File: config.mk
export PLATFORM = sky130hd
export DESIGN_NAME = button_gesture_classifier
export DESIGN_NICKNAME = d
export VERILOG_FILES = /design/src/hdl/bgc_pkg.sv /design/src/hdl/button_gesture_classifier.sv /design/src/hdl/bgc_cfg.sv /design/src/hdl/bgc_classify.sv
export SDC_FILE = /design/constraint.sdc
export NUM_CORES = 1
export LEC_CHECK = 0
export BUFFER_PORTS_ARGS = -buffer_cell sky130_fd_sc_hd__buf_2
export CORE_MARGIN = 2
export CORE_UTILIZATION = 64
export CTS_BUF_LIST = sky130_fd_sc_hd__clkbuf_16
export CTS_CLUSTER_DIAMETER = 200
export DETAILED_ROUTE_END_ITERATION = 10
export PLACE_DENSITY = 0.82
export SLEW_MARGIN = 15
export SYNTH_ARGS = -nofsm -noshare
export SYNTH_HDL_FRONTEND = slang
export SYNTH_SLANG_ARGS = --single-unit
File: constraint.sdc
create_clock -name aclk -period 6.9 [get_ports aclk]
set_input_delay 1.035 -clock aclk [delete_from_list [all_inputs] [get_ports aclk]]
set_output_delay 1.035 -clock aclk [all_outputs]
set_load 0.01 [all_outputs]
File: src/hdl/bgc_pkg.sv
package bgc_pkg;

    // width of the time stamps held in state and of all time differences
    localparam int TIME_WIDTH = 32;

    localparam int NOW_WIDTH   = 32;
    localparam int CFG_WIDTH   = 16;
    localparam int INDEX_WIDTH = 3;

    // register indexes of the configuration port
    localparam logic [INDEX_WIDTH-1:0] REG_POLARITY   = 3'd0;
    localparam logic [INDEX_WIDTH-1:0] REG_DEBOUNCE   = 3'd1;
    localparam logic [INDEX_WIDTH-1:0] REG_CLICK      = 3'd2;
    localparam logic [INDEX_WIDTH-1:0] REG_DOUBLE_GAP = 3'd3;
    localparam logic [INDEX_WIDTH-1:0] REG_LONG       = 3'd4;
    localparam logic [INDEX_WIDTH-1:0] REG_REPEAT     = 3'd5;

    typedef enum logic [2:0] {
        EV_NONE    = 3'd0,
        EV_PRESS   = 3'd1,
        EV_RELEASE = 3'd2,
        EV_LONG    = 3'd3,
        EV_CLICK   = 3'd4,
        EV_DOUBLE  = 3'd5,
        EV_HOLD    = 3'd6
    } event_t;

    typedef struct packed {
        logic                 polarity_active_high;
        logic [CFG_WIDTH-1:0] debounce_time;
        logic [CFG_WIDTH-1:0] click_time;
        logic [CFG_WIDTH-1:0] double_gap_time;
        logic [CFG_WIDTH-1:0] long_time;
        logic [CFG_WIDTH-1:0] repeat_interval;
    } cfg_t;

    typedef struct packed {
        logic                  raw_seen;
        logic                  stable_level;
        logic [TIME_WIDTH-1:0] change_time;
        logic [TIME_WIDTH-1:0] press_time;
        logic [TIME_WIDTH-1:0] release_time;
        logic [TIME_WIDTH-1:0] repeat_time;
        logic [1:0]            click_count;
    } gesture_state_t;

endpackage

File: src/hdl/button_gesture_classifier.sv
// button gesture classifier: takes one pin sample with a free-running
// millisecond stamp per item and returns exactly one result item per input
// item (event code and the debounced pressed level). the level is flipped
// for polarity, debounced against debounce_time, and classified into press,
// release, long, click, double and hold repeat events; all time differences
// wrap modulo 2^32. an item sits in an input register, its classification
// and state update are one short subtract-compare path, and the result goes
// to an output register, so one item is accepted every cycle while the
// result side takes its items, and each result is presented from the output
// register once its item leaves the input register. configuration is a
// plain write port (index 0 polarity, 1 debounce, 2 click, 3 double gap,
// 4 long, 5 repeat interval); write it only while no item is in flight
module button_gesture_classifier (
    input  logic                            aclk,
    input  logic                            aresetn,
    // configuration write port
    input  logic                            cfg_wr_en,
    input  logic [bgc_pkg::INDEX_WIDTH-1:0] cfg_index,
    input  logic [bgc_pkg::CFG_WIDTH-1:0]   cfg_wdata,
    // sample items
    input  logic                            s_tvalid,
    output logic                            s_tready,
    input  logic [39:0]                     s_tdata,   // pin_level, now_ms[31:0], zero pad
    // event items
    output logic                            m_tvalid,
    input  logic                            m_tready,
    output logic [7:0]                      m_tdata    // event_code[2:0], pressed, zero pad
);
    import bgc_pkg::*;

    cfg_t   cfg;
    event_t ev;
    logic   pressed;

    // input register
    logic                 in_valid_reg;
    logic                 in_pin_reg;
    logic [NOW_WIDTH-1:0] in_now_reg;

    // result register
    logic       out_valid_reg;
    logic [2:0] out_event_reg;
    logic       out_pressed_reg;

    // an item moves from the input register to the result register when the
    // result slot is free or its item is being taken in this cycle
    logic advance;
    assign advance  = in_valid_reg && (!out_valid_reg || m_tready);
    assign s_tready = !in_valid_reg || advance;

    bgc_cfg u_cfg (
        .aclk      (aclk),
        .aresetn   (aresetn),
        .cfg_wr_en (cfg_wr_en),
        .cfg_index (cfg_index),
        .cfg_wdata (cfg_wdata),
        .cfg       (cfg)
    );

    // state advances only when its item leaves the input register
    bgc_classify u_classify (
        .aclk       (aclk),
        .aresetn    (aresetn),
        .step       (advance),
        .cfg        (cfg),
        .pin_level  (in_pin_reg),
        .now_ms     (in_now_reg),
        .event_code (ev),
        .pressed    (pressed)
    );

    always_ff @(posedge aclk) begin
        if (!aresetn) begin
            in_valid_reg <= 1'b0;
        end else if (s_tready) begin
            in_valid_reg <= s_tvalid;
        end
    end

    always_ff @(posedge aclk) begin
        if (s_tvalid && s_tready) begin
            in_pin_reg <= s_tdata[0];
            in_now_reg <= s_tdata[32:1];
        end
    end

    always_ff @(posedge aclk) begin
        if (!aresetn) begin
            out_valid_reg <= 1'b0;
        end else if (advance) begin
            out_valid_reg <= 1'b1;
        end else if (m_tready) begin
            out_valid_reg <= 1'b0;
        end
    end

    always_ff @(posedge aclk) begin
        if (advance) begin
            out_event_reg   <= ev;
            out_pressed_reg <= pressed;
        end
    end

    assign m_tvalid = out_valid_reg;
    assign m_tdata  = {4'b0000, out_pressed_reg, out_event_reg};

endmodule

File: src/hdl/bgc_cfg.sv
module bgc_cfg (
    input  logic                            aclk,
    input  logic                            aresetn,
    input  logic                            cfg_wr_en,
    input  logic [bgc_pkg::INDEX_WIDTH-1:0] cfg_index,
    input  logic [bgc_pkg::CFG_WIDTH-1:0]   cfg_wdata,
    output bgc_pkg::cfg_t                   cfg
);
    import bgc_pkg::*;

    cfg_t cfg_reg;
    cfg_t cfg_next;

    always_comb begin
        cfg_next = cfg_reg;
        if (cfg_wr_en) begin
            unique case (cfg_index)
                REG_POLARITY:   cfg_next.polarity_active_high = cfg_wdata[0];
                REG_DEBOUNCE:   cfg_next.debounce_time        = cfg_wdata;
                REG_CLICK:      cfg_next.click_time           = cfg_wdata;
                REG_DOUBLE_GAP: cfg_next.double_gap_time      = cfg_wdata;
                REG_LONG:       cfg_next.long_time            = cfg_wdata;
                REG_REPEAT:     cfg_next.repeat_interval      = cfg_wdata;
                default:        cfg_next = cfg_reg;
            endcase
        end
    end

    always_ff @(posedge aclk) begin
        if (!aresetn) begin
            cfg_reg.polarity_active_high <= 1'b0;
            cfg_reg.debounce_time        <= CFG_WIDTH'(20);
            cfg_reg.click_time           <= CFG_WIDTH'(300);
            cfg_reg.double_gap_time      <= CFG_WIDTH'(250);
            cfg_reg.long_time            <= CFG_WIDTH'(1000);
            cfg_reg.repeat_interval      <= CFG_WIDTH'(200);
        end else begin
            cfg_reg <= cfg_next;
        end
    end

    assign cfg = cfg_reg;

endmodule

File: src/hdl/bgc_classify.sv
module bgc_classify (
    input  logic                          aclk,
    input  logic                          aresetn,
    input  logic                          step,
    input  bgc_pkg::cfg_t                 cfg,
    input  logic                          pin_level,
    input  logic [bgc_pkg::NOW_WIDTH-1:0] now_ms,
    output bgc_pkg::event_t               event_code,
    output logic                          pressed
);
    import bgc_pkg::*;

    gesture_state_t state_reg;
    gesture_state_t state_next;
    event_t         ev;

    always_comb begin
        logic                  raw;
        logic [TIME_WIDTH-1:0] now;
        logic [TIME_WIDTH-1:0] dur;
        logic                  count_click;

        now         = TIME_WIDTH'(now_ms);
        raw         = cfg.polarity_active_high ? pin_level : ~pin_level;
        state_next  = state_reg;
        ev          = EV_NONE;
        count_click = 1'b0;
        dur         = now - state_reg.press_time;

        if (raw != state_reg.raw_seen) begin
            state_next.raw_seen    = raw;
            state_next.change_time = now;
        end

        if ((now - state_next.change_time) >= TIME_WIDTH'(cfg.debounce_time)) begin
            if (state_reg.stable_level != state_next.raw_seen) begin
                state_next.stable_level = state_next.raw_seen;
                if (state_next.raw_seen) begin
                    state_next.press_time  = now;
                    state_next.repeat_time = now;
                    ev = EV_PRESS;
                end else begin
                    ev = EV_RELEASE;
                    if (dur < TIME_WIDTH'(cfg.click_time)) begin
                        count_click = 1'b1;
                    end else if (dur > TIME_WIDTH'(cfg.long_time)) begin
                        ev = EV_LONG;
                        state_next.click_count = 2'd0;
                    end else begin
                        count_click = 1'b1;
                    end
                end
            end else if (!state_reg.stable_level) begin
                // quiet gap after the last counted release closes the gesture
                if (state_reg.click_count != 2'd0 &&
                    (now - state_reg.release_time) >=
                        TIME_WIDTH'(cfg.double_gap_time)) begin
                    ev = (state_reg.click_count >= 2'd2) ? EV_DOUBLE : EV_CLICK;
                    state_next.click_count = 2'd0;
                end
            end else begin
                if (dur >= TIME_WIDTH'(cfg.long_time) &&
                    (now - state_reg.repeat_time) >=
                        TIME_WIDTH'(cfg.repeat_interval)) begin
                    state_next.repeat_time = now;
                    ev = EV_HOLD;
                end
            end
        end

        if (count_click) begin
            if (state_reg.click_count != 2'd3) begin
                state_next.click_count = state_reg.click_count + 2'd1;
            end
            state_next.release_time = now;
        end
    end

    always_ff @(posedge aclk) begin
        if (!aresetn) begin
            state_reg <= '0;
        end else if (step) begin
            state_reg <= state_next;
        end
    end

    assign event_code = ev;
    assign pressed    = state_next.stable_level;

`ifndef SYNTHESIS
    a_press_sets_level: assert property (@(posedge aclk) disable iff (!aresetn)
        step && ev == EV_PRESS |=> state_reg.stable_level)
        else $error("press did not set the debounced level");

    a_hold_only_pressed: assert property (@(posedge aclk) disable iff (!aresetn)
        step && ev == EV_HOLD |=> state_reg.stable_level &&
            state_reg.repeat_time == TIME_WIDTH'($past(now_ms)))
        else $error("hold repeat without a held button or stamp");

    a_gesture_clears_count: assert property (@(posedge aclk) disable iff (!aresetn)
        step && (ev == EV_CLICK || ev == EV_DOUBLE || ev == EV_LONG)
            |=> state_reg.click_count == 2'd0)
        else $error("click count not cleared after a gesture");

    a_state_holds: assert property (@(posedge aclk) disable iff (!aresetn)
        !step |=> $stable(state_reg))
        else $error("gesture state changed without an item");
`endif

endmodule

## Word-level counts from Yosys, hierarchy flattened

Index checks and enable logic that the tools add are counted.

| cells by class | value |
|---|---|
| div/mod/pow operators | 0 |
| bitwise logic cells | 1 |
| equality and inequality tests | 9 |
| add/sub/neg operators | 5 |
| shift operators | 0 |
| order comparisons | 7 |
| multiplexer cells | 32 |
| reduce and logical (&&, ||, !) cells | 22 |
| $mul | 0 |

Operator list:

| operator | count |
|---|---|
| $ge A32 B16 Y1 | 4 |
| $mux W32 | 4 |
| $sub A32 B32 Y32 | 4 |
| $mux W34 | 1 |
| $gt A32 B16 Y1 | 1 |
| $lt A32 B16 Y1 | 1 |
| $mux W3 | 6 |
| $mux W2 | 8 |
| $reduce_and A2 Y1 | 7 |
| $mux W1 | 13 |
| $reduce_bool A2 Y1 | 4 |
| $eq A3 B2 Y1 const B | 2 |
| $eq A3 B3 Y1 const B | 2 |
| $reduce_and A5 Y1 | 1 |
| $logic_and A1 B1 Y1 | 4 |
| $reduce_and A4 Y1 | 1 |
| $eq A3 B1 Y1 const B | 1 |
| $logic_not A3 Y1 | 1 |
| $add A2 B1 Y2 const B | 1 |
| $ge A2 B2 Y1 const B | 1 |
| $logic_not A1 Y1 | 2 |
| $logic_or A1 B1 Y1 | 2 |
| $ne A1 B1 Y1 | 2 |
| $ne A2 B1 Y1 const B | 1 |
| 2 further kinds | 2 |

| storage, ports and cells | value |
|---|---|
| memories | 0 |
| bits in writable memories | 0 |
| memory bits (read-only) | 0 |
| logic and storage cells | 95 |
| input bits | 64 |
| output and inout bits | 10 |
| register bits | 252 |
| latch bits | 0 |

## Longest topological paths before layout

Gate-level depths: netlist of the first run.

| logic depth | value |
|---|---|
| depth after elaboration | 9 |
| depth in mapped cells | 28 |
| depth with buffers taken out | 27 |

## By module

A second synthesis of the first run with hierarchy kept.

| second synthesis, totals | value |
|---|---|
| cells, all modules | 2369 |
| area, all modules | 19686.4 µm² |

By module, submodules not included:

| module | sequential area each (µm²) | times used | area an instance (µm²) | cells an instance |
|---|---|---|---|---|
| bgc_classify | 2642.5 | 1 | 15318.4 | 2019 |
| bgc_cfg | 1621.6 | 1 | 3111.7 | 298 |
| button_gesture_classifier | 1151.1 | 1 | 1256.2 | 52 |

## Least setup slack after synthesis of the first run

Ideal clock, no wire load.

| path | value |
|---|---|
| path kind | register to register |
| from | register u_classify.state_reg[131] in the netlist's numbering |
| to | register u_classify.state_reg[35] in the netlist's numbering |
| path buffers | 4 |
| period minus slack after synthesis | 5602 ps |
| slack | 1298 ps |
| arrival time | 5481 ps |
| setup time | 121 ps |
| cell stages (with the launch flop) | 28 |
| path through | dfxtp_1 xnor3_1 buf_2 buf_1 mux2i_1 ha_1 inv_1 nor3_1 a311oi_2 nand3_1 a31o_2 a21o_1 a21oi_1 xnor2_1 ha_1 a211oi_1 nor2_1 nor3_1 o21ai_0 a211oi_1 nand4_1 nor4_1 nand4_1 o21a_2 and3_1 buf_6 buf_6 mux2i_1 |

| on the way | value |
|---|---|
| word-level cells in the longest chain between the ends | 6 |

Ends and longest elaborated chain:

| what | RTL line | RTL |
|---|---|---|
| start, declared | bgc_classify.sv:13 | `gesture_state_t state_reg;` |
| start signal, assigned | bgc_classify.sv:83 | `state_reg <= state_next;` |
| $ne A1 B1 Y1 | bgc_classify.sv:30 | `if (raw != state_reg.raw_seen) begin` |
| $mux W32 or $mux W1 (tied branches) | bgc_classify.sv:30 |  |
| $sub A32 B32 Y32, or another cell as far along | bgc_classify.sv:35 | `if ((now - state_next.change_time) >= TIME_WIDTH'(cfg.debounce_time)) begin` |
| $ge A32 B16 Y1 or $mux W1 (tied branches) | bgc_classify.sv:35, bgc_classify.sv:36 |  |
| $mux W1 * | bgc_classify.sv:35 |  |
| $reduce_and A2 Y1 (no source line) * | - |  |

Mark *: on every way between the ends. The rest lies on a longest branch, timed or not.
A chain may end at the register's enable or synchronous reset.

==> flow_results.org, run 1 <==
** Routing
- The routed design has 53,450 um of wire.
- The count of nets left with antenna violations once routing finished came out at 0.
- For this run, design rule violations remaining after detail routing come to 0.
- Count of TritonRoute iterations in the first routing pass :: 8
- After detailed routing, the number of vias per cell comes to 6.297.
- DR vias :: 18,000
- Dividing the detail-routed wire length by the instance count gives 18.70 um.
- In this run, the number of DRC markers left after iteration 0 of detailed routing was 1,317.

** Timing
- Min setup slack post-route :: 0.6201 ns
- Setup violations remaining at the end of the flow were counted as 0.
- The total count of hold-check failures in the final report is 0.
- The tightest hold path in the finished design has a slack of 0.4597 ns.
- Measured against its own limit, the worst slew margin works out to 21.71%.
- Dividing the final minimum period by the clock period gives 91.01%.
- Clock skew on the completed layout was measured at 0.03044 ns.
- Transition at the pin with the smallest max-transition slack :: 1.174 ns
- The max-slew violation count is 0.
- Final period demand of the worst path :: 6.280 ns
- Setup repair after global routing left no endpoint under its margin.
- Setup total negative slack on the finished layout was measured at 0 ns.
- Timing would allow up to 0.1592 GHz.

** Min path
- The path with the worst hold slack has its endpoint at u_classify.state_reg[52].
- Min-delay src :: u_classify.state_reg[52]
- Hold Path Class :: register to register
- The worst hold path was traced through 2 stages.

** Clocking
- Worst skew pair latency :: 0.58 ns
- Gates resized, CTS repair :: 0
- CTS Root Cell :: sky130_fd_sc_hd__clkbuf_16
- Post-CTS timing repair inserted 0 buffers for setup.
- CTS saw 252 sinks.
- Number of buffers created by CTS :: 28
- Clock edge transition at the registers on the reported setup and hold paths :: 0.06 ns
- TritonCTS built the clock tree.
- Number of hold buffers added after cts :: 0
- Worst-case clock buffer depth :: 3
- CTS built an H-tree with a depth of 1.

** Synthesis
- Ys Warns :: 0
- Share of async-settable or async-resettable flops after synthesis :: 0%
- Cell area after technology mapping :: 19,560 sq um
- Yosys mapped the design onto 96 distinct sky130hd cell types.
- sky130_fd_sc_hd__dfxtp_1 takes more of the synthesized area than any other cell.
- Share of synthesized area occupied by flip-flops and latches :: 27.69%
- The cell count after synthesis came out at 2,449.
- Most frequently used flop master after synthesis :: sky130_fd_sc_hd__dfxtp_1
- Main area contributors after synthesis :: sky130_fd_sc_hd__dfxtp_1 22%, sky130_fd_sc_hd__ha_1 13%, sky130_fd_sc_hd__nand2_1 7.8%
- Mean instance size in the synthesized netlist :: 7.985 sq um
- Area share of the largest cell type after synthesis :: 22.01%
- EDFF count, synth :: 37
- After synthesis the netlist holds a flip-flop and latch count of 252.

** Global route
- Total Routing Usage GR :: 32.88%
- Maximum number of pins on one net before global-route repair :: 124
- Initial antenna violation count :: 0
- Wire length of the first global-routing pass :: 84,320 um
- Global-route congestion overflow total :: 0
- Via count of the first global-routing pass :: 16,970

** Floorplanning
- The floorplan step defined a die boundary enclosing 31,970 sq um.
- Std-Cell Rows :: 64
- Ports :: 74
- Total core area :: 30,350 sq um
- Die width :: 178.8 um
- For this configuration, the core starts out at a cell density of 64.43%.
- Vertical extent of the die :: 178.8 um

** Critical path
- The worst setup path is of the register to register kind.
- Kind of cell adding the most delay to the critical path :: compound AO/OA/AOI/OAI gates
- Startpoint of the worst register-to-register path :: in_pin_reg
- STA classifies the critical path endpoint as a register.
- In this design, the critical path's most frequently occurring cell is sky130_fd_sc_hd__xnor2_1.
- The slowest stage of the critical path belongs to the cell sky130_fd_sc_hd__a311oi_2.
- In this run the worst path has a maximum fanout of 64.
- The endpoint identified for the worst register-to-register timing path is u_classify.state_reg[68].
- CP Data Arrival Time :: 6.77 ns
- Crit path required time :: 7.39 ns
- Worst Setup Start Kind :: register
- The worst register-to-register path has a setup slack of 0.62 ns.
- Cell depth of the worst flop-to-flop path :: 27
- The number of buffers and inverters on the critical path is 1.
- On the worst path, the slowest cell contributes a delay of 0.44 ns.
- The critical path runs through a total of 27 cells.

** Cells and area
- Nets@finish :: 2,715
- The library cell used most frequently in the layout, excluding fill and tap cells, is sky130_fd_sc_hd__nand2_1.
- Number of antenna diodes :: 0
- Leaving out fill and tap cells, the most frequent cells in the layout are 408 x sky130_fd_sc_hd__nand2_1, 215 x sky130_fd_sc_hd__dfxtp_1, 207 x sky130_fd_sc_hd__ha_1.
- Synthesis-to-layout area growth :: 6.770%
- The post-route netlist has 6.905% of its cells at a drive strength greater than 1.
- Number of flip-flops in the largest register :: 132

** Place
- Count of buffers from port buffering :: 62
- Final GP Congestion :: 0.9895
- Final HPWL from detailed placement :: 40,770 um
- Worst slack after detailed placement :: 0.4477 ns

** Power and ir drop
- Ratio of total power to cell area :: 213.6 nW/um^2
- Worst supply voltage drop on vdd :: 230.6 uV
- The design draws 4461 uW.
- In this run the static leakage power is 0.008479 uW.

** Status
- Run status :: finished, final reports clean

** Flow run
- Across the run, the number of max-cap violations was 0.
## power breakdown
| part | total [uW] | internal (uW) | switching [uW] |
|---|---|---|---|
| Combinational | 1270 | 502 | 768 |
| Sequential | 1600 | 1540 | 57.1 |
| Clock | 1590 | 917 | 672 |
| Total | 4460 | 2960 | 1500 |
## per-stage QoR
step           std cells  area (sq um)  util (%)
2_1_floorplan       2452         19570         -
3_3_place_gp        2806         19870     65.47
3_5_place_dp        2806         19870     65.47
4_1_cts             2858         20870     68.75
5_1_grt             2858         20880     68.80
6_report            2858         20880     68.80
## worst max-delay path by stage
stage / from / endpoint / slack (ns)
2_1_floorplan: u_classify.state_reg[131] / u_classify.state_reg[35] / 1.30
3_3_place_gp: in_pin_reg / u_classify.state_reg[0] / 0.62
3_5_place_dp: in_pin_reg / u_classify.state_reg[1] / 0.45
4_1_cts: in_pin_reg / u_classify.state_reg[1] / 0.39
5_1_grt: in_pin_reg / u_classify.state_reg[67] / 0.08
6_report: in_pin_reg / u_classify.state_reg[68] / 0.62
## worst register-to-register path, cell delays in order, from the launching register on
cell and delay [ns]:
sky130_fd_sc_hd__edfxtp_1 0.41, sky130_fd_sc_hd__xnor2_1 0.17, sky130_fd_sc_hd__xnor2_1 0.32, sky130_fd_sc_hd__nor2_1 0.08, sky130_fd_sc_hd__a21oi_1 0.24, sky130_fd_sc_hd__ha_1 0.28, sky130_fd_sc_hd__nand2b_1 0.09, sky130_fd_sc_hd__nand2_1 0.13
sky130_fd_sc_hd__a311oi_2 0.44, sky130_fd_sc_hd__nand3_1 0.20, sky130_fd_sc_hd__a31o_2 0.33, sky130_fd_sc_hd__a21o_1 0.19, sky130_fd_sc_hd__a21oi_1 0.17, sky130_fd_sc_hd__xnor2_1 0.14, sky130_fd_sc_hd__ha_1 0.26, sky130_fd_sc_hd__a211oi_1 0.25
sky130_fd_sc_hd__nor2_1 0.07, sky130_fd_sc_hd__nor3_1 0.30, sky130_fd_sc_hd__o21ai_0 0.18, sky130_fd_sc_hd__a211oi_1 0.25, sky130_fd_sc_hd__nand4_1 0.10, sky130_fd_sc_hd__nor4_1 0.32, sky130_fd_sc_hd__nand4_1 0.23, sky130_fd_sc_hd__o21a_2 0.31
sky130_fd_sc_hd__nand2_2 0.08, sky130_fd_sc_hd__buf_6 0.35, sky130_fd_sc_hd__nand3_1 0.19, sky130_fd_sc_hd__o21ai_0 0.12
## synthesized netlist by cell type (6+ instances only)
master,n
sky130_fd_sc_hd__o21ai_0,130
sky130_fd_sc_hd__o211a_1,28
sky130_fd_sc_hd__and2_1,10
sky130_fd_sc_hd__inv_1,205
sky130_fd_sc_hd__and3_1,20
sky130_fd_sc_hd__a21o_1,44
sky130_fd_sc_hd__edfxtp_1,37
sky130_fd_sc_hd__or3_1,14
sky130_fd_sc_hd__nor4_1,13
sky130_fd_sc_hd__buf_2,6
sky130_fd_sc_hd__nand4_1,32
sky130_fd_sc_hd__ha_1,207
sky130_fd_sc_hd__o21a_1,29
sky130_fd_sc_hd__nor2_1,102
sky130_fd_sc_hd__o31ai_1,8
sky130_fd_sc_hd__a21boi_0,79
sky130_fd_sc_hd__nor2b_1,18
sky130_fd_sc_hd__mux2i_1,102
sky130_fd_sc_hd__xnor2_1,66
sky130_fd_sc_hd__nand3b_1,10
sky130_fd_sc_hd__a2111oi_0,7
sky130_fd_sc_hd__and4_1,8
sky130_fd_sc_hd__nand2b_1,17
sky130_fd_sc_hd__clkbuf_1,81
sky130_fd_sc_hd__xor2_1,24
sky130_fd_sc_hd__a211oi_1,31
sky130_fd_sc_hd__buf_4,7
sky130_fd_sc_hd__a21oi_1,163
sky130_fd_sc_hd__nand2_1,408
sky130_fd_sc_hd__o21bai_1,17
sky130_fd_sc_hd__or2_2,9
sky130_fd_sc_hd__a31oi_1,22
sky130_fd_sc_hd__o211ai_1,37
sky130_fd_sc_hd__nand3_1,69
sky130_fd_sc_hd__o2111ai_1,7
sky130_fd_sc_hd__dfxtp_1,215
sky130_fd_sc_hd__nor3_1,30
sky130_fd_sc_hd__a211o_1,8
## cell type report
cell class | count | area [sq um]
clock buffer | 30 | 750.7
clock inverter | 22 | 244.0
fill | 2456 | 9470
inverter | 205 | 769.5
multi-input combinational | 1880 | 12790
sequential | 252 | 5415
tap | 396 | 495.5
timing repair buffer | 73 | 415.4
## cells by family after synthesis
kind of cell	count (synthesis)	share of synthesized area, %
AOI/OAI and AO/OA	672	23.01
xor gates and xnor gates	91	4.146
adders and majority gates	211	13.65
buffers and inverters	320	7.057
DFF	252	27.69
muxes	108	5.567
other	1	0.01918
and+or+nand+nor	794	18.86
## routing by layer
layer | global-route usage (%) | wire [um] | share of wire [%] | vias to the layer above
met1 | 42.73 | 22940 | 43 | 8435
li1 | - | - | - | 8691
met2 | 55.16 | 24480 | 46 | 728
met3 | 4.538 | 3962 | 7.4 | 142
met4 | 12.87 | 2065 | 3.9 | 0
met5 | 0 | 0 | 0 | -
Power figures use the tool's default switching activity.
==> run 2, diff against run 1 <==
clock period = 7.8 ns   (was 6.9 ns; I/O delays follow)
==> flow_results.org, run 2 (synthesis results as in run 1) <==
** Status
- The run finished with clean final reports.

** Global route
- The number of global-route vias before repair was 16,970.
- The first global-routing pass estimated 85,600 um of wire.
- Total Routing Usage GR :: 33.45%
- Initial antenna violation count :: 0
- Global-route congestion overflow total :: 0
- Entering global routing, the biggest net connects 131 pins.

** Clocking
- Buffers added to address setup during post-CTS repair amount to 0.
- TritonCTS clock tree :: done
- Counting along the longest clock path gives a buffer depth of 3.
- Sinks on Clock Net :: 252
- Number of buffers created by CTS :: 28
- Post-CTS repair changed the size of 0 cells.
- Number of hold buffers added after cts :: 0
- The tree is rooted in a sky130_fd_sc_hd__clkbuf_16.
- After clock tree synthesis, the clock-pin slew on the worst setup and hold paths is 0.06 ns.
- In this run the number of H-tree levels came out at 1.
- The later pin in the worst-skew pair is clocked with a latency of 0.56 ns.

** Floorplanning
- Die width :: 178.8 um
- Initial core utilization :: 64.43%
- Total core area :: 30,350 sq um
- The initialized floorplan defines 64 standard-cell rows.
- Overall die area :: 31,970 sq um
- 74 I/O pins were placed.
- The floorplan step set the die height to 178.8 um.

** Critical path
- The critical path is of the register to register type.
- In this design, the stage delay of the slowest critical-path cell is 0.77 ns.
- Worst Setup Start Kind :: register
- Startpoint of the worst register-to-register path :: in_pin_reg
- Most frequent cell on the critical path :: sky130_fd_sc_hd__xnor2_1
- Critical path's slowest cell :: sky130_fd_sc_hd__nand2_2
- WP buf/inv :: 1
- Setup crit end kind :: register
- The critical path starts at in_pin_reg.
- Kind of cell adding the most delay to the critical path :: compound AO/OA/AOI/OAI gates
- Along the worst path, the maximum fanout reaches 64.
- Data on the critical path arrives at its endpoint at 7.41 ns.
- STA puts the critical path data required time at 8.24 ns.

** Flow run
- Max-cap violation count :: 0

** Place
- Routability-driven placement finished with a final weighted congestion of 1.020.
- The count of buffers added on input and output ports is 62.
- Final HPWL from detailed placement :: 40,970 um
- Worst slack after detailed placement :: 1.031 ns

** Timing
- Transition at the pin with the smallest max-transition slack :: 1.049 ns
- Summed over all failing endpoints, the final setup total negative slack is 0 ns.
- Measured against its own limit, the worst slew margin works out to 29.84%.
- Across all hold checks on the routed design, the worst slack comes to 0.4592 ns.
- Final Hold Fails :: 0
- Maximum clock rate :: 0.1435 GHz
- Final count of pins violating max slew :: 0
- Worst Clk Skew :: 0.01599 ns
- Final period demand of the worst path :: 6.969 ns
- Min setup slack post-route :: 0.8309 ns
- Setup repair after global routing left no endpoint under its margin.
- Final Setup Violations :: 0
- Post-route clock period utilization :: 89.35%

** Routing
- Initial DRC Count :: 1,413
- After detailed routing, the number of remaining DRC violations is 0.
- Summed over all layers, the routed wires come to 53,650 um.
- Post-detailed-route via-to-cell ratio :: 6.224
- In this run the remaining antenna-violating nets after routing total 0.
- The routed layout has 17,760 vias.
- In the final routed layout, each cell accounts on average for 18.80 um.
- Count of TritonRoute iterations in the first routing pass :: 5

** Cells and area
- Number of flip-flops in the largest register :: 132
- For this run, the post-layout net count is 2,712.
- Compared with the post-synthesis result, the final layout area differs by 6.168%.
- Core Util, Final :: 68.41%
- Commonest cells after routing, fill and taps aside :: 408 x sky130_fd_sc_hd__nand2_1, 215 x sky130_fd_sc_hd__dfxtp_1, 208 x sky130_fd_sc_hd__inv_1
- Ratio of cells with drive above 1 in the final layout :: 6.469%
- Number of antenna diodes :: 0
- Commonest non-fill, non-tap cell in the layout :: sky130_fd_sc_hd__nand2_1

** Power and ir drop
- Worst supply voltage drop on vdd :: 210.9 uV
- Standby leakage power :: 0.008431 uW
- Of the total power, the share spent switching nets is 33.33%.
- Switch Pwr :: 1286 uW
- The clock network burns 34.1% of the power.
- The internal portion of the total power is 2572 uW.
- Total power draw :: 3858 uW
- In this run, flip-flops and latches consume 36.8% of the power.
- Logic pwr share :: 29.2%
- Ratio of total power to cell area :: 185.8 nW/um^2

** Min path
- Min-delay src :: u_classify.state_reg[51]
- The min-delay analysis places its worst path in the category register to register.
run 2: cell count changes in the layout (fill, tap and decap cells not counted), sizes merged:
cell / change
inv: -2
buf: -3
clkinvlp: -1
clkinv: +3
bufinv: -1
run 2: path summary, 6_finish.rpt:
kind         cells past startpoint  slack [ns]                        to
max                             27        0.83  u_classify.state_reg[86]
max reg2reg                     27        0.83  u_classify.state_reg[86]
min reg2reg                      2        0.46  u_classify.state_reg[51]
min                              2        0.46  u_classify.state_reg[51]
run 2: worst min-delay path, stage by stage (launching register included):
cell and delay, ns:
sky130_fd_sc_hd__dfxtp_1 0.31, sky130_fd_sc_hd__nand2_1 0.05, sky130_fd_sc_hd__mux2i_1 0.05
run 2: final cells by class:
| class | count | area, sq um |
|---|---|---|
| tap | 396 | 495.5 |
| clock buffer | 30 | 750.7 |
| timing repair buffer | 70 | 376.6 |
| clock inverter | 21 | 168.9 |
| fill | 2488 | 9588 |
| sequential | 252 | 5415 |
| inverter | 205 | 769.5 |
| multi-input combinational | 1880 | 12780 |
run 2: power by group through the flow:
stage                     Combinational, uW  Sequential (uW)  Clock [uW]
after detailed placement               1090             1440           0
final                                  1130             1420        1310
after global routing                   1250             1420        1380
after CTS                              1100             1420        1330
after global placement                 1060             1440           0
after floorplan                         841             1420           0
run 2: through the flow:
step | instance area, sq um | std cells
2_1_floorplan | 19570 | 2452
3_3_place_gp | 19840 | 2803
3_5_place_dp | 19840 | 2803
4_1_cts | 20750 | 2854
5_1_grt | 20760 | 2854
6_report | 20760 | 2854
run 2: layer usage:
layer  vias to the layer above  routed length (um)  global-route usage, %
met5                         -                   0                      0
met4                         0                2013                  12.64
met3                       134                3724                  5.153
met2                       634               24300                  55.06
met1                      8318               23610                  44.19
li1                       8677                   -                      -
